<file path="config.mk">
export PLATFORM = sky130hd
export DESIGN_NAME = one_wire_brightness_transmitter_top_flat
export DESIGN_NICKNAME = d
export VERILOG_FILES = /design/src/rtl/owbt_pkg.sv /design/src/rtl/owbt_if.sv /design/src/rtl/owbt_cfg_regs.sv /design/src/rtl/owbt_seq.sv /design/src/rtl/one_wire_brightness_transmitter_top.sv /design/src/flat_wrapper.sv
export SDC_FILE = /design/constraint.sdc
export NUM_CORES = 1
export LEC_CHECK = 0
export ABC_AREA = 1
export BUFFER_PORTS_ARGS = -buffer_cell sky130_fd_sc_hd__buf_2
export CAP_MARGIN = 20
export CORE_UTILIZATION = 44
export CTS_CLUSTER_SIZE = 30
export DETAILED_ROUTE_END_ITERATION = 8
export GPL_TIMING_DRIVEN = 0
export PLACE_DENSITY = 0.68
export SETUP_SLACK_MARGIN = 0.2
export SLEW_MARGIN = 20
export SYNTH_ARGS = -nofsm -noshare
export SYNTH_HDL_FRONTEND = slang
export SYNTH_HIERARCHICAL = 1
export SYNTH_SLANG_ARGS = --single-unit
</file>
<file path="constraint.sdc">
create_clock -name i_clk -period 2.7 [get_ports i_clk]
set_input_delay 0.54 -clock i_clk [delete_from_list [all_inputs] [get_ports i_clk]]
set_output_delay 0.54 -clock i_clk [all_outputs]
set_load 0.02 [all_outputs]
</file>
<file path="src/rtl/owbt_pkg.sv">
// Shared types and constants of the one-wire brightness transmitter.
package owbt_pkg;

    localparam int CFG_WIDTH       = 16;
    localparam int NUM_REGS        = 8;
    localparam int CFG_INDEX_WIDTH = 4;
    localparam int TIMER_WIDTH     = CFG_WIDTH;
    localparam int LEVEL_WIDTH     = 8;
    localparam int DATA_BITS       = 5;

    localparam logic [7:0] DEVICE_ADDRESS = 8'h72;

    // Register indexes.
    localparam logic [2:0] REG_SHORT        = 3'd0;
    localparam logic [2:0] REG_LONG         = 3'd1;
    localparam logic [2:0] REG_END_OF_STREAM = 3'd2;
    localparam logic [2:0] REG_START        = 3'd3;
    localparam logic [2:0] REG_OFF          = 3'd4;
    localparam logic [2:0] REG_ENTRY_DELAY  = 3'd5;
    localparam logic [2:0] REG_ENTRY_DETECT = 3'd6;
    localparam logic [2:0] REG_ENTRY_WINDOW = 3'd7;

    typedef logic [NUM_REGS-1:0][CFG_WIDTH-1:0] t_cfg_regs;

    localparam t_cfg_regs CFG_RESET = {
        16'd1000, 16'd286, 16'd190, 16'd4000, 16'd4, 16'd4, 16'd7, 16'd3
    };

    typedef enum logic [8:0] {
        PH_IDLE     = 9'b000000001,
        PH_OFF      = 9'b000000010,
        PH_DELAY    = 9'b000000100,
        PH_DETECT   = 9'b000001000,
        PH_WINDOW   = 9'b000010000,
        PH_BIT_LOW  = 9'b000100000,
        PH_BIT_HIGH = 9'b001000000,
        PH_EOS      = 9'b010000000,
        PH_START    = 9'b100000000
    } t_phase;

    typedef struct packed {
        logic pin_out;
        logic busy_res;
        logic rejected;
    } t_result;

endpackage

</file>
<file path="src/rtl/owbt_if.sv">
// Channel interfaces: request input, result output and configuration write.
interface owbt_in_if;
    import owbt_pkg::*;
    logic                   valid;
    logic                   ready;
    logic                   cmd;
    logic [LEVEL_WIDTH-1:0] level;
    modport source (output valid, output cmd, output level, input ready);
    modport sink   (input valid, input cmd, input level, output ready);
endinterface

interface owbt_out_if;
    logic valid;
    logic ready;
    logic pin_out;
    logic busy_res;
    logic rejected;
    modport source (output valid, output pin_out, output busy_res, output rejected, input ready);
    modport sink   (input valid, input pin_out, input busy_res, input rejected, output ready);
endinterface

interface owbt_cfg_if;
    import owbt_pkg::*;
    logic                       valid;
    logic                       ready;
    logic [CFG_INDEX_WIDTH-1:0] index;
    logic [CFG_WIDTH-1:0]       data;
    modport source (output valid, output index, output data, input ready);
    modport sink   (input valid, input index, input data, output ready);
endinterface

</file>
<file path="src/rtl/owbt_cfg_regs.sv">
// Timing register file, written through the configuration channel.
module owbt_cfg_regs (
    input  logic                i_clk,
    input  logic                i_rst_n,
    owbt_cfg_if.sink            i_cfg,
    output owbt_pkg::t_cfg_regs o_cfg
);
    import owbt_pkg::*;

    t_cfg_regs r_cfg;

    assign i_cfg.ready = 1'b1;

    // Indexes past the last register are accepted and dropped.
    always_ff @(posedge i_clk) begin
        if (!i_rst_n) begin
            r_cfg <= CFG_RESET;
        end else if (i_cfg.valid && (i_cfg.index < CFG_INDEX_WIDTH'(NUM_REGS))) begin
            r_cfg[i_cfg.index[2:0]] <= i_cfg.data;
        end
    end

    assign o_cfg = r_cfg;

endmodule

</file>
<file path="src/rtl/owbt_seq.sv">
// Phase sequencer with tick timer and bit shifter; produces one result per beat.
module owbt_seq (
    input  logic                         i_clk,
    input  logic                         i_rst_n,
    input  logic                         i_beat,
    input  logic                         i_cmd,
    input  logic [owbt_pkg::LEVEL_WIDTH-1:0] i_level,
    input  owbt_pkg::t_cfg_regs          i_cfg,
    output owbt_pkg::t_result            o_result
);
    import owbt_pkg::*;

    t_phase                 r_phase, n_phase;
    logic [TIMER_WIDTH-1:0] r_time_left, n_time_left;
    logic [2:0]             r_bit_index, n_bit_index;
    logic [7:0]             r_shift, n_shift;
    logic [DATA_BITS-1:0]   r_pending, n_pending;
    logic                   r_byte_sel, n_byte_sel;
    logic                   r_last_on, n_last_on;
    logic                   r_pin, n_pin;
    logic                   n_rejected;
    logic [7:0]             shifted;

    assign shifted = {r_shift[6:0], 1'b0};

    always_comb begin
        n_phase     = r_phase;
        n_time_left = r_time_left;
        n_bit_index = r_bit_index;
        n_shift     = r_shift;
        n_pending   = r_pending;
        n_byte_sel  = r_byte_sel;
        n_last_on   = r_last_on;
        n_pin       = r_pin;
        n_rejected  = 1'b0;
        if (i_beat) begin
            if (i_cmd) begin
                if (r_phase != PH_IDLE) begin
                    n_rejected = 1'b1;
                end else if (i_level == '0) begin
                    n_pin     = 1'b0;
                    n_last_on = 1'b0;
                end else begin
                    n_pending  = i_level[DATA_BITS-1:0];
                    n_byte_sel = 1'b0;
                    n_pin      = 1'b0;
                    if (!r_last_on) begin
                        n_phase     = PH_OFF;
                        n_time_left = i_cfg[REG_OFF];
                    end else begin
                        // Light already on: skip mode entry, start the address byte.
                        n_shift     = DEVICE_ADDRESS;
                        n_bit_index = '0;
                        n_phase     = PH_BIT_LOW;
                        n_time_left = DEVICE_ADDRESS[7] ? i_cfg[REG_SHORT] : i_cfg[REG_LONG];
                    end
                    n_last_on = 1'b1;
                end
            end else if (r_phase != PH_IDLE) begin
                if (r_time_left > TIMER_WIDTH'(1)) begin
                    n_time_left = r_time_left - TIMER_WIDTH'(1);
                end else begin
                    case (r_phase)
                        PH_OFF: begin
                            n_phase     = PH_DELAY;
                            n_pin       = 1'b1;
                            n_time_left = i_cfg[REG_ENTRY_DELAY];
                        end
                        PH_DELAY: begin
                            n_phase     = PH_DETECT;
                            n_pin       = 1'b0;
                            n_time_left = i_cfg[REG_ENTRY_DETECT];
                        end
                        PH_DETECT: begin
                            n_phase     = PH_WINDOW;
                            n_pin       = 1'b1;
                            n_time_left = i_cfg[REG_ENTRY_WINDOW];
                        end
                        PH_WINDOW: begin
                            n_byte_sel  = 1'b0;
                            n_shift     = DEVICE_ADDRESS;
                            n_bit_index = '0;
                            n_phase     = PH_BIT_LOW;
                            n_pin       = 1'b0;
                            n_time_left = DEVICE_ADDRESS[7] ? i_cfg[REG_SHORT] : i_cfg[REG_LONG];
                        end
                        PH_BIT_LOW: begin
                            n_phase     = PH_BIT_HIGH;
                            n_pin       = 1'b1;
                            n_time_left = r_shift[7] ? i_cfg[REG_LONG] : i_cfg[REG_SHORT];
                        end
                        PH_BIT_HIGH: begin
                            if (r_bit_index == 3'd7) begin
                                n_phase     = PH_EOS;
                                n_pin       = 1'b0;
                                n_time_left = i_cfg[REG_END_OF_STREAM];
                            end else begin
                                n_bit_index = r_bit_index + 3'd1;
                                n_shift     = shifted;
                                n_phase     = PH_BIT_LOW;
                                n_pin       = 1'b0;
                                n_time_left = shifted[7] ? i_cfg[REG_SHORT] : i_cfg[REG_LONG];
                            end
                        end
                        PH_EOS: begin
                            n_phase     = PH_START;
                            n_pin       = 1'b1;
                            n_time_left = i_cfg[REG_START];
                        end
                        PH_START: begin
                            if (!r_byte_sel) begin
                                // The data byte has its top three bits clear.
                                n_byte_sel  = 1'b1;
                                n_shift     = {3'b000, r_pending};
                                n_bit_index = '0;
                                n_phase     = PH_BIT_LOW;
                                n_pin       = 1'b0;
                                n_time_left = i_cfg[REG_LONG];
                            end else begin
                                n_phase     = PH_IDLE;
                                n_time_left = '0;
                            end
                        end
                        default: begin
                            n_phase     = PH_IDLE;
                            n_time_left = '0;
                        end
                    endcase
                end
            end
        end
    end

    always_ff @(posedge i_clk) begin
        if (!i_rst_n) begin
            r_phase     <= PH_IDLE;
            r_time_left <= '0;
            r_bit_index <= '0;
            r_shift     <= '0;
            r_pending   <= '0;
            r_byte_sel  <= 1'b0;
            r_last_on   <= 1'b0;
            r_pin       <= 1'b0;
        end else begin
            r_phase     <= n_phase;
            r_time_left <= n_time_left;
            r_bit_index <= n_bit_index;
            r_shift     <= n_shift;
            r_pending   <= n_pending;
            r_byte_sel  <= n_byte_sel;
            r_last_on   <= n_last_on;
            r_pin       <= n_pin;
        end
    end

    assign o_result.pin_out  = n_pin;
    assign o_result.busy_res = (n_phase != PH_IDLE);
    assign o_result.rejected = n_rejected;

endmodule

</file>
<file path="src/rtl/one_wire_brightness_transmitter_top.sv">
// Top level of the one-wire brightness transmitter.
// Each input beat is either one time tick or a brightness request and yields exactly one
// result beat, presented from an output register in the cycle after the input beat.
// The block takes one input beat per clock; it stalls only while the output register holds
// a result that the sink has not taken, so the rate is set by output back-pressure alone.
// The sequencer state and the result register are updated together at each accepted beat.
// Timing registers are written through the configuration channel, which is always ready.
module one_wire_brightness_transmitter_top (
    input  logic       i_clk,
    input  logic       i_rst_n,
    owbt_in_if.sink    i_in,
    owbt_out_if.source o_out,
    owbt_cfg_if.sink   i_cfg
);
    import owbt_pkg::*;

    t_cfg_regs cfg;
    t_result   seq_result;
    t_result   r_result;
    logic      r_out_valid;
    logic      beat;

    assign i_in.ready = !r_out_valid || o_out.ready;
    assign beat       = i_in.valid && i_in.ready;

    owbt_cfg_regs u_cfg_regs (
        .i_clk   (i_clk),
        .i_rst_n (i_rst_n),
        .i_cfg   (i_cfg),
        .o_cfg   (cfg)
    );

    owbt_seq u_seq (
        .i_clk    (i_clk),
        .i_rst_n  (i_rst_n),
        .i_beat   (beat),
        .i_cmd    (i_in.cmd),
        .i_level  (i_in.level),
        .i_cfg    (cfg),
        .o_result (seq_result)
    );

    always_ff @(posedge i_clk) begin
        if (!i_rst_n) begin
            r_out_valid <= 1'b0;
        end else if (beat) begin
            r_out_valid <= 1'b1;
        end else if (o_out.ready) begin
            r_out_valid <= 1'b0;
        end
    end

    always_ff @(posedge i_clk) begin
        if (beat) begin
            r_result <= seq_result;
        end
    end

    assign o_out.valid    = r_out_valid;
    assign o_out.pin_out  = r_result.pin_out;
    assign o_out.busy_res = r_result.busy_res;
    assign o_out.rejected = r_result.rejected;

    // A rejected request leaves the transmission running.
    a_reject_busy: assert property (@(posedge i_clk) disable iff (!i_rst_n)
        (o_out.valid && o_out.rejected) |-> o_out.busy_res)
        else $error("rejected result without busy");

    // No input beat may overwrite a result that is still waiting.
    a_no_overwrite: assert property (@(posedge i_clk) disable iff (!i_rst_n)
        (o_out.valid && !o_out.ready) |-> !(i_in.valid && i_in.ready))
        else $error("input accepted while result stalled");

    // Every input beat produces a result beat in the next cycle.
    a_result_follows: assert property (@(posedge i_clk) disable iff (!i_rst_n)
        (i_in.valid && i_in.ready) |=> o_out.valid)
        else $error("no result after input beat");

endmodule
</file>
<file path="src/flat_wrapper.sv">
// flat-port wrapper written by rule: the top's interface ports become plain ports
module one_wire_brightness_transmitter_top_flat import owbt_pkg::*;
  (i_clk, i_rst_n, i_in_valid, i_in_cmd, i_in_level, i_in_ready, o_out_valid, o_out_pin_out, o_out_busy_res, o_out_rejected, o_out_ready, i_cfg_valid, i_cfg_index, i_cfg_data, i_cfg_ready);
  owbt_in_if i_in_i ();
  owbt_out_if o_out_i ();
  owbt_cfg_if i_cfg_i ();
  input  logic i_clk;
  input  logic i_rst_n;
  input wire logic [$bits(i_in_i.valid)-1:0] i_in_valid;
  input wire logic [$bits(i_in_i.cmd)-1:0] i_in_cmd;
  input wire logic [$bits(i_in_i.level)-1:0] i_in_level;
  output wire logic [$bits(i_in_i.ready)-1:0] i_in_ready;
  output wire logic [$bits(o_out_i.valid)-1:0] o_out_valid;
  output wire logic [$bits(o_out_i.pin_out)-1:0] o_out_pin_out;
  output wire logic [$bits(o_out_i.busy_res)-1:0] o_out_busy_res;
  output wire logic [$bits(o_out_i.rejected)-1:0] o_out_rejected;
  input wire logic [$bits(o_out_i.ready)-1:0] o_out_ready;
  input wire logic [$bits(i_cfg_i.valid)-1:0] i_cfg_valid;
  input wire logic [$bits(i_cfg_i.index)-1:0] i_cfg_index;
  input wire logic [$bits(i_cfg_i.data)-1:0] i_cfg_data;
  output wire logic [$bits(i_cfg_i.ready)-1:0] i_cfg_ready;
  assign i_in_i.valid = i_in_valid;
  assign i_in_i.cmd = i_in_cmd;
  assign i_in_i.level = i_in_level;
  assign i_in_ready = i_in_i.ready;
  assign o_out_valid = o_out_i.valid;
  assign o_out_pin_out = o_out_i.pin_out;
  assign o_out_busy_res = o_out_i.busy_res;
  assign o_out_rejected = o_out_i.rejected;
  assign o_out_i.ready = o_out_ready;
  assign i_cfg_i.valid = i_cfg_valid;
  assign i_cfg_i.index = i_cfg_index;
  assign i_cfg_i.data = i_cfg_data;
  assign i_cfg_ready = i_cfg_i.ready;
  one_wire_brightness_transmitter_top u_core (.i_clk(i_clk), .i_rst_n(i_rst_n), .i_in(i_in_i), .o_out(o_out_i), .i_cfg(i_cfg_i));
endmodule
</file>
==> impl_metrics.env, run 1 <==
export IMPL_cts_root_buf="clkbuf_16"
export IMPL_p_total_uw=7280
export IMPL_grt_max_degree=19
export IMPL_grt_pass1_wl_microns=54700
export IMPL_violations="design-rule violations"
export IMPL_areaGrowthSynthToFinish_pct=11.4
export IMPL_synthSimpleGateAreaFrac_pct=44.8
export IMPL_cp_slowest_stage_delay_ns=0.53
export IMPL_reg2reg_to="u_core/u_seq/r_time_left[8]$_SDFFE_PN0P_"
export IMPL_min_period_ns=2.40
export IMPL_min_path_cells=3
export IMPL_htreeDepth=4
export IMPL_skew_ns=0.0136
export IMPL_powerDensity_nw_per_um2=654
export IMPL_grt_use_total_pct=30.6
export IMPL_critPathKind="reg -> reg"
export IMPL_synth_adder_area_share_pct=0.751
export IMPL_cp_top_family="simple AND/OR/NAND/NOR gates"
export IMPL_syn_num_nets=1649
export IMPL_rr_startpoint="u_core/u_seq/r_phase[7]$_SDFF_PN0_"
export IMPL_synth_edf_count=3
export IMPL_p_leak_uw=0.00501
export IMPL_drc_errors=1
export IMPL_synthXorXnorAreaFrac_pct=0.526
export IMPL_outcome="complete, but fails checks"
export IMPL_cts_made_buffers=17
export IMPL_hpwl_microns=26400
export IMPL_synth_top_area_cell="dfxtp_1"
export IMPL_die_area_sq_um=23300
export IMPL_clock_sinks=176
export IMPL_synth_distinct_cells=41
export IMPL_antenna_found_initial=0
export IMPL_io_buffers=38
export IMPL_start_util_pct=45.4
export IMPL_drive_gt1_share_pct=10.6
export IMPL_synthMuxAreaShare_pct=1.90
export IMPL_nFillCells=2316
export IMPL_yosys_warnings=6
export IMPL_cts_buffer_depth=2
export IMPL_die_x_microns=153
export IMPL_slowest_stage="dfxtp_1"
export IMPL_multi_input_area_sq_um=5640
export IMPL_post_cts_buffers=0
export IMPL_row_count=54
export IMPL_ys_seq_elements=176
export IMPL_diodes=0
export IMPL_max_freq_mhz=417
export IMPL_crit_chain="inv_1 -> nand3_1 -> nor2_2 -> inv_1 -> clkbuf_1 -> o22ai_1 -> nor2_1 -> nand2_1 -> nand2_1 -> a21oi_1"
export IMPL_register_area_sq_um=3550
export IMPL_worstHoldStart="i_cfg_data[6]"
export IMPL_synth_compound_area_share_pct=8.45
export IMPL_cts_resized_gates=0
export IMPL_worst_pin_slew_ns=0.731
export IMPL_final_max_slew_viol_count=0
export IMPL_hold_class="in -> reg"
export IMPL_synthCells=1609
export IMPL_critPathLaunch="u_core/u_seq/r_phase[7]$_SDFF_PN0_"
export IMPL_ir_drop_v=0.000385
export IMPL_detail_route_wl_per_cell_microns=18.2
export IMPL_min_period_over_period_pct=88.8
export IMPL_r2r_cells=10
export IMPL_startpoint_type="flop"
export IMPL_cts_hold_buf=0
export IMPL_setup_viol=0
export IMPL_arrival_ns=2.73
export IMPL_cp_num_buf_inv=3
export IMPL_detail_route_wirelength_microns=35600
export IMPL_fin_nets=1705
export IMPL_synth_top_area_share_pct=34.7
export IMPL_ys_flop_type="dfxtp_1"
export IMPL_rrSetupSlack_ns=0.30
export IMPL_ant_nets=0
export IMPL_pin_count=40
export IMPL_cp_end_kind="flop"
export IMPL_path_max_fanout=10
export IMPL_syn_area_per_cell_sq_um=6.21
export IMPL_first_global_vias=9738
export IMPL_gp_congestion=0.988
export IMPL_clk_pin_slew_ns=0.08
export IMPL_seq_area_frac_synth_pct=35.6
export IMPL_gr_total_overflow=0
export IMPL_clk_latency_ns=0.44
export IMPL_relSlewSlack_pct=51.3
export IMPL_cap_violations=0
export IMPL_async_flop_share_pct=0
export IMPL_synth_top_family_by_area="simple AND/OR/NAND/NOR gates"
export IMPL_required_ns=3.04
export IMPL_firstDrtPassIters=9
export IMPL_vias_per_cell=5.49
export IMPL_hold_end="u_core/u_cfg_regs/o_cfg[118]$_SDFFE_PN1P_"
export IMPL_fin_util_pct=50.5
export IMPL_core_area_sq_um=22000
export IMPL_netlist_top_cells_area="dfxtp_1 (35%), nand2_1 (18%), nor2_1 (12%)"
export IMPL_detail_route_iter0_violations=1342
export IMPL_cts_tree="built"
export IMPL_rsz0062_at_grt="no"
export IMPL_syn_cell_area_sq_um=9990
export IMPL_routed_via_count=10800
export IMPL_hold_viol_final=0
export IMPL_die_y_microns=153
[worst max path at each step]
stage | end | slack, ns | depth (start not counted)
2_1_floorplan | u_core/o_out.busy_res$_DFFE_PP_ | 0.63 | 11
3_3_place_gp | u_core/o_out.busy_res$_DFFE_PP_ | 0.007 | 9
3_5_place_dp | u_core/o_out.busy_res$_DFFE_PP_ | -0.05 | 12
4_1_cts | u_core/o_out.busy_res$_DFFE_PP_ | 0.27 | 10
5_1_grt | u_core/o_out.busy_res$_DFFE_PP_ | 0.23 | 13
6_report | u_core/u_seq/r_time_left[8]$_SDFFE_PN0P_ | 0.30 | 10
[layer usage]
layer / global-route usage [%] / wire length [microns]
met1: 40.1 / 15100
met2: 48.6 / 15600
met3: 5.55 / 3260
met4: 14.4 / 1590
met5: 0 / 0
[sequential cells by signal (all words and copies together), names as in the netlist]
signal	cells
u_core/u_cfg_regs/o_cfg	128
u_core/u_seq/r_time_left	16
u_core/u_seq/r_phase	9
u_core/u_seq/r_shift	8
u_core/u_seq/r_pending	5
u_core/u_seq/r_bit_index	3
u_core/o_out.busy_res	1
u_core/o_out.pin_out	1
u_core/o_out.rejected	1
u_core/o_out.valid	1
u_core/u_seq/r_byte_sel	1
u_core/u_seq/r_last_on	1
u_core/u_seq/r_pin	1
[tightest hold or removal path, delay by kind of cell]
kind	cells	cell delay, ns
buffers and inverters	1	0.09
and+or+nand+nor	2	0.10
[layout by cell type (no fill, tap or decap), drive strengths merged, types with 2 or more instances in the layout]
cell type / Yosys / final
nand2: 485 / 485
nor2: 352 / 352
nand3: 193 / 193
dfxtp: 173 / 173
inv: 105 / 113
o21ai: 93 / 93
buf: 47 / 85
a21oi: 56 / 56
clkbuf: 33 / 50
mux2i: 19 / 19
nor3: 12 / 12
o22ai: 10 / 10
ha: 6 / 6
nand4: 5 / 5
clkinv: 2 / 5
edfxtp: 3 / 3
xnor2: 3 / 3
xor2: 3 / 3
bufinv: 0 / 2
o21a: 2 / 2
[through the flow]
stage	setup slack (ns)	instance area, sq um	hold WS [ns]	setup TNS (ns)	std cells
floorplan	0.629	9990	0.424	0	1609
global route	0.234	11100	0.321	0	1957
finish	0.303	11100	0.319	0	1957
CTS	0.275	11100	0.306	0	1957
global placement	0.00669	10500	0.436	0	1927
detailed placement	-0.0457	10500	0.445	-0.0457	1927
[cells by family (layout without fill, tap and decap cells)]
| kind of cell | after synthesis | count (layout) |
|---|---|---|
| mux | 19 | 19 |
| compound gates | 163 | 163 |
| fa+ha+maj | 6 | 6 |
| buf+inv | 187 | 255 |
| simple gates | 1051 | 1051 |
| xor+xnor | 6 | 6 |
| other cells | 1 | 1 |
| flops | 176 | 176 |
[area by class of cell]
type	instances	share of cell area (%)
multi-input combinational	1246	50.7
sequential	176	31.9
clock buffer	18	3.86
inverter	107	3.63
buffer	79	3.53
tap	280	3.15
timing repair buffer	38	1.71
clock inverter	13	1.52
[power by group]
group	switching (uW)	total [uW]	internal [uW]
sequential	148	2910	2760
combinational	1240	1790	551
clock	1190	2590	1400
total	2570	7280	4710
[Yosys cell counts (2+ instances only)]
library cell and count:
nor2_1 310, nor3_2 2, xor2_1 3, o21ai_0 73, nor2_2 30, nand2_4 4, buf_1 7, buf_2 26
o21a_1 2, clkinv_1 2, buf_4 11, inv_1 95, nand2_2 3, nor2_4 12, nand3_2 4, inv_2 9
dfxtp_1 173, a21oi_1 55, o21ai_1 19, o22ai_1 10, nor3_1 9, xnor2_1 3, mux2i_1 19, nand3_1 189
buf_6 3, clkbuf_1 33, edfxtp_1 3, ha_1 6, nand2_1 478, nand4_1 5
(Power assumes the default switching activity.)
==> run 2, diff against run 1 <==
- CORE_ASPECT_RATIO: not set -> 1.75
==> run 2 against run 1 <==
The run now ends clean. Clock power decreased by 3%. Flip-flop and latch count unchanged. First-iteration DRC count decreased by 33%. Combinational power about the same. Clock skew decreased by 0.0037 ns. Via count is 1.4% lower. Worst hold slack got worse by 0.011 ns. Setup slack gained 0.041 ns. Global-route usage is 2.9 points higher. Clock-buffer cell count grew 3. Die area up 0.10%. Critical endpoint is now u_core/o_out.busy_res$_DFFE_PP_. Largest power group unchanged. Highest routed layer unchanged.
==> impl_metrics.env, run 2 (same netlist as run 1, synthesis figures left out) <==
export IMPL_outcome="completed"
export IMPL_first_global_vias=10100
export IMPL_detail_route_wl_per_cell_microns=19.0
export IMPL_min_period_over_period_pct=87.3
export IMPL_grt_use_total_pct=33.5
export IMPL_largest_reg_flops=128
export IMPL_routed_via_count=10600
export IMPL_hpwl_microns=28500
export IMPL_startpoint_type="flop"
export IMPL_die_area_sq_um=23300
export IMPL_r2r_cells=13
export IMPL_cts_tree="built"
export IMPL_row_count=72
export IMPL_pin_count=40
export IMPL_cap_violations=0
export IMPL_worst_pin_slew_ns=0.699
export IMPL_ir_drop_v=0.000429
export IMPL_htreeDepth=4
export IMPL_firstDrtPassIters=6
export IMPL_fin_tns_setup_ns=0
export IMPL_io_buffers=38
export IMPL_cts_root_buf="clkbuf_16"
export IMPL_vias_per_cell=5.38
export IMPL_cts_buffer_depth=2
export IMPL_hold_class="in -> reg"
export IMPL_start_util_pct=45.1
export IMPL_final_max_slew_viol_count=0
export IMPL_clk_latency_ns=0.46
export IMPL_max_freq_mhz=424
export IMPL_grt_pass1_wl_microns=56700
export IMPL_gp_congestion=1.01
export IMPL_arrival_ns=2.56
export IMPL_grt_max_degree=19
export IMPL_rsz0062_at_grt="yes"
export IMPL_antenna_found_initial=0
export IMPL_min_path_cells=3
export IMPL_diodes=0
export IMPL_detail_route_iter0_violations=894
export IMPL_drive_gt1_share_pct=10.7
export IMPL_most_common_layout_cells="nand2_1 (477), nor2_1 (309), nand3_1 (189)"
export IMPL_clk_pin_slew_ns=0.07
export IMPL_post_cts_buffers=0
export IMPL_fin_nets=1705
export IMPL_path_max_fanout=5
export IMPL_setup_viol=0
export IMPL_required_ns=2.91
export IMPL_ant_nets=0
export IMPL_p_leak_uw=0.00501
export IMPL_nFillCells=2401
export IMPL_cp_end_kind="flop"
export IMPL_areaGrowthSynthToFinish_pct=11.5
export IMPL_relSlewSlack_pct=53.4
export IMPL_critPathKind="reg -> reg"
export IMPL_skew_ns=0.00998
export IMPL_hold_viol_final=0
export IMPL_min_period_ns=2.36
export IMPL_powerDensity_nw_per_um2=651
export IMPL_detail_route_wirelength_microns=37500
export IMPL_core_area_sq_um=22200
export IMPL_dp_worst_setup_slack_ns=-0.0332
export IMPL_gr_total_overflow=0
export IMPL_drc_errors=0
export IMPL_final_common_cell="nand2_1"
export IMPL_die_x_microns=116
export IMPL_setup_ws_ns=0.344
export IMPL_cts_made_buffers=17
export IMPL_clock_sinks=176
export IMPL_die_y_microns=201
## run 2: cell types whose count changed in the layout (fill, tap and decap cells not counted), sizes merged
cell,delta
clkinvlp,+3
inv,-7
clkbuf,+3
## run 2: stage by stage
stage               instance area (sq um)  hold WS (ns)  utilization (%)  total power, uW  instances
global placement                    10600         0.439             47.6             4740       1943
finish                              11100         0.309             50.3             7260       1972
global route                        11100         0.307             50.3             7630       1972
detailed placement                  10600         0.441             47.6             4750       1943
CTS                                 11100         0.295             50.2             7280       1972
floorplan                            9990         0.424                -             4240       1609
## run 2: worst paths after layout
path                            slack (ns)                                     start                                        end
worst max-delay path                  0.34  u_core/u_seq/r_time_left[0]$_SDFFE_PN0P_            u_core/o_out.busy_res$_DFFE_PP_
worst min-delay path                  0.31                             i_cfg_data[6]  u_core/u_cfg_regs/o_cfg[118]$_SDFFE_PN1P_
worst max register to register        0.34  u_core/u_seq/r_time_left[0]$_SDFFE_PN0P_            u_core/o_out.busy_res$_DFFE_PP_
worst min register to register        0.46    u_core/u_seq/r_pending[2]$_SDFFE_PN0P_     u_core/u_seq/r_pending[2]$_SDFFE_PN0P_
## run 2: critical path, cell delays in order (launching register included)
cell and delay (ns):
dfxtp_1 0.35, inv_1 0.11, ha_1 0.26, nand2_1 0.15, nor2_1 0.34, nand2_1 0.14, nand2_1 0.17, inv_1 0.10
nand3_1 0.10, nand3_1 0.09, nor2_1 0.09, nand2_1 0.07, nor2_1 0.09, nand2_1 0.06
## run 2: area by class of cell
type                       count  area, sq um  share of cell area [%]
sequential                   176         3550                    31.9
timing repair buffer          38          190                    1.71
inverter                     107          404                    3.63
multi-input combinational   1246         5640                    50.6
buffer                        79          394                    3.54
clock buffer                  21          480                    4.31
tap                          296          370                    3.32
clock inverter                 9          106                   0.955
## run 2: metal layers
| metal | global-route usage (%) | up-vias | wire (microns) |
|---|---|---|---|
| met3 | 5.24 | 144 | 2050 |
| met5 | 0 | - | 0 |
| met2 | 55.8 | 449 | 18200 |
| li1 | - | 5216 | - |
| met1 | 35.3 | 4792 | 13500 |
| met4 | 30.5 | 0 | 3720 |
## run 2: power by group
| group | leakage (uW) | switching [uW] | total [uW] | internal [uW] |
|---|---|---|---|---|
| registers | 0.00143 | 154 | 2920 | 2760 |
| clock network | 0.000283 | 1070 | 2520 | 1450 |
| logic | 0.00329 | 1270 | 1820 | 551 |
## run 2: timing repair
action	4_1_cts	5_1_grt
endpoints found under the setup margin	9	4
hold buffers	0	0
resized for setup	0	4
==> run 3, diff against run 2 <==
- CORE_UTILIZATION: 44 -> 51
- PLACE_DENSITY: 0.68 -> 0.78
- clock period: 2.7 -> 2.1 ns (I/O delays scaled with it)
==> run 3 against run 2 <==
Critical path depth shrank 1. Die area shrank 14%. Clock skew grew 0.0022 ns. Power grew 38%. Via count grew 5.9%. Critical path type unchanged. Largest power group unchanged.
==> impl_metrics.env, run 3 (same netlist as run 1, synthesis figures left out) <==
export IMPL_comb_power_share_pct=28.5
export IMPL_max_freq_mhz=487
export IMPL_worst_pin_slew_ns=0.694
export IMPL_powerDensity_nw_per_um2=839
export IMPL_die_area_sq_um=20200
export IMPL_slowest_stage="dfxtp_2"
export IMPL_fin_util_pct=62.0
export IMPL_grt_pass1_wl_microns=59600
export IMPL_clk_pin_slew_ns=0.07
export IMPL_vias_per_cell=5.76
export IMPL_setup_viol=0
export IMPL_critPathKind="reg -> reg"
export IMPL_p_int_uw=6530
export IMPL_die_y_microns=187
export IMPL_largest_reg_flops=128
export IMPL_grt_max_degree=17
export IMPL_routed_via_count=11200
export IMPL_first_global_vias=10600
export IMPL_dp_worst_setup_slack_ns=-0.469
export IMPL_fin_tns_setup_ns=0
export IMPL_row_count=67
export IMPL_rsz0062_at_grt="yes"
export IMPL_cp_top_family="simple AND/OR/NAND/NOR gates"
export IMPL_cp_slowest_stage_delay_ns=0.33
export IMPL_cts_buffer_depth=2
export IMPL_crit_chain="inv_2 -> ha_4 -> nor2_2 -> nor2_1 -> nand2_1 -> nor2_4 -> nand2_4 -> buf_4 -> o21ai_2 -> nand2_1 -> nor2_2 -> nand2_1"
export IMPL_detail_route_wirelength_microns=39000
export IMPL_skew_ns=0.0122
export IMPL_switchingPower_uw=3450
export IMPL_htreeDepth=4
export IMPL_min_period_over_period_pct=97.8
export IMPL_hpwl_microns=28300
export IMPL_areaGrowthSynthToFinish_pct=19.1
export IMPL_hold_class="in -> reg"
export IMPL_dp_cells=1888
export IMPL_clock_power_share_pct=33.8
export IMPL_ir_drop_v=0.000537
export IMPL_cts_root_buf="clkbuf_16"
export IMPL_clk_latency_ns=0.46
export IMPL_core_area_sq_um=19200
export IMPL_netSwitchingFraction_pct=34.6
export IMPL_start_util_pct=52.0
export IMPL_diodes=0
export IMPL_cp_num_buf_inv=2
export IMPL_arrival_ns=2.26
export IMPL_most_common_layout_cells="nand2_1 (465), nor2_1 (287), nand3_1 (181)"
export IMPL_firstDrtPassIters=7
export IMPL_cts_made_buffers=17
export IMPL_final_common_cell="nand2_1"
export IMPL_detail_route_wl_per_cell_microns=20.0
export IMPL_gp_congestion=0.984
export IMPL_outcome="completed"
export IMPL_hold_viol_final=0
export IMPL_fin_cells=1950
export IMPL_path_max_fanout=5
export IMPL_relSlewSlack_pct=53.7
export IMPL_min_period_ns=2.05
export IMPL_worst_path_most_repeated_cell="nand2_1"
export IMPL_drc_errors=0
export IMPL_setup_ws_ns=0.0468
export IMPL_die_x_microns=108
export IMPL_pin_count=40
export IMPL_gr_total_overflow=0
export IMPL_required_ns=2.30
export IMPL_cap_violations=0
export IMPL_drive_gt1_share_pct=17.5
export IMPL_p_leak_uw=0.00532
export IMPL_antenna_found_initial=0
export IMPL_clock_sinks=176
export IMPL_startpoint_type="flop"
export IMPL_ant_nets=0
export IMPL_seqPwrFrac_pct=37.7
export IMPL_grt_use_total_pct=40.1
export IMPL_final_max_slew_viol_count=0
export IMPL_cp_end_kind="flop"
export IMPL_cts_tree="built"
export IMPL_fin_nets=1738
export IMPL_detail_route_iter0_violations=1084
export IMPL_io_buffers=38
==> run 3: changes by cell type in the layout (fill, tap and decap cells not counted), sizes merged <==
cell and delta:
clkinv +1, buf +31, clkbuf +2, clkinvlp -2, bufinv +1
==> run 3: worst paths after layout <==
check	from	end	slack [ns]	cells after the start
worst max-delay path	u_core/u_seq/r_time_left[1]$_SDFFE_PN0P_	u_core/o_out.busy_res$_DFFE_PP_	0.05	12
worst min register to register	u_core/u_cfg_regs/o_cfg[75]$_SDFFE_PN1P_	u_core/u_cfg_regs/o_cfg[75]$_SDFFE_PN1P_	0.45	2
worst min-delay path	i_cfg_data[4]	u_core/u_cfg_regs/o_cfg[100]$_SDFFE_PN1P_	0.20	3
worst max register to register	u_core/u_seq/r_time_left[1]$_SDFFE_PN0P_	u_core/o_out.busy_res$_DFFE_PP_	0.05	12
==> run 3: power groups by stage <==
stage | Combinational [uW] | Sequential [uW] | Clock (uW)
floorplan | 1670 | 3770 | 0
global placement | 2250 | 3810 | 0
detailed placement | 2270 | 3810 | 0
CTS | 2670 | 3750 | 3390
global route | 3080 | 3790 | 3530
finish | 2840 | 3770 | 3370
==> run 3: repair_timing <==
| item | CTS | global route |
|---|---|---|
| cloned | 0 | 1 |
| resized for setup | 102 | 52 |
| endpoints found under the setup margin | 39 | 37 |
| pin swaps | 21 | 15 |
| hold buffers | 0 | 0 |
| buffers inserted | 24 | 7 |
==> run 3: area by class of cell <==
class	instances	area (sq um)
Fill cell	1822	7300
Multi-Input combinational cell	1246	6090
Sequential cell	176	3570
Clock buffer	21	482
Buffer	80	465
Timing Repair Buffer	70	445
Inverter	107	413
Tap cell	241	302
Clock inverter	9	130
==> run 3: through the flow <==
stage	hold WS [ns]	total power, uW	instance area (sq um)
floorplan	0.424	5450	10000
global placement	0.437	6060	10500
detailed placement	0.439	6090	10500
CTS	0.196	9810	11700
global route	0.212	10400	11900
finish	0.197	9980	11900
==> run 3: worst register-to-register path, delay by kind of cell, from the launching register on <==
| family | cells | cell delay (ns) |
|---|---|---|
| AND/OR/NAND/NOR | 8 | 0.92 |
| buffers and inverters | 2 | 0.25 |
| flip-flops | 1 | 0.33 |
| AO/OA/AOI/OAI | 1 | 0.14 |
| adder cells (fa/ha/maj) | 1 | 0.17 |
==> run 3: layer usage <==
metal	wire [microns]	part of all wire, %	track usage, %	vias up
li1	-	-	-	5301
met1	13600	35	43.0	5115
met2	18200	47	64.0	604
met3	3150	8.1	9.23	210
met4	4060	10	36.7	0
met5	0	0	0	-
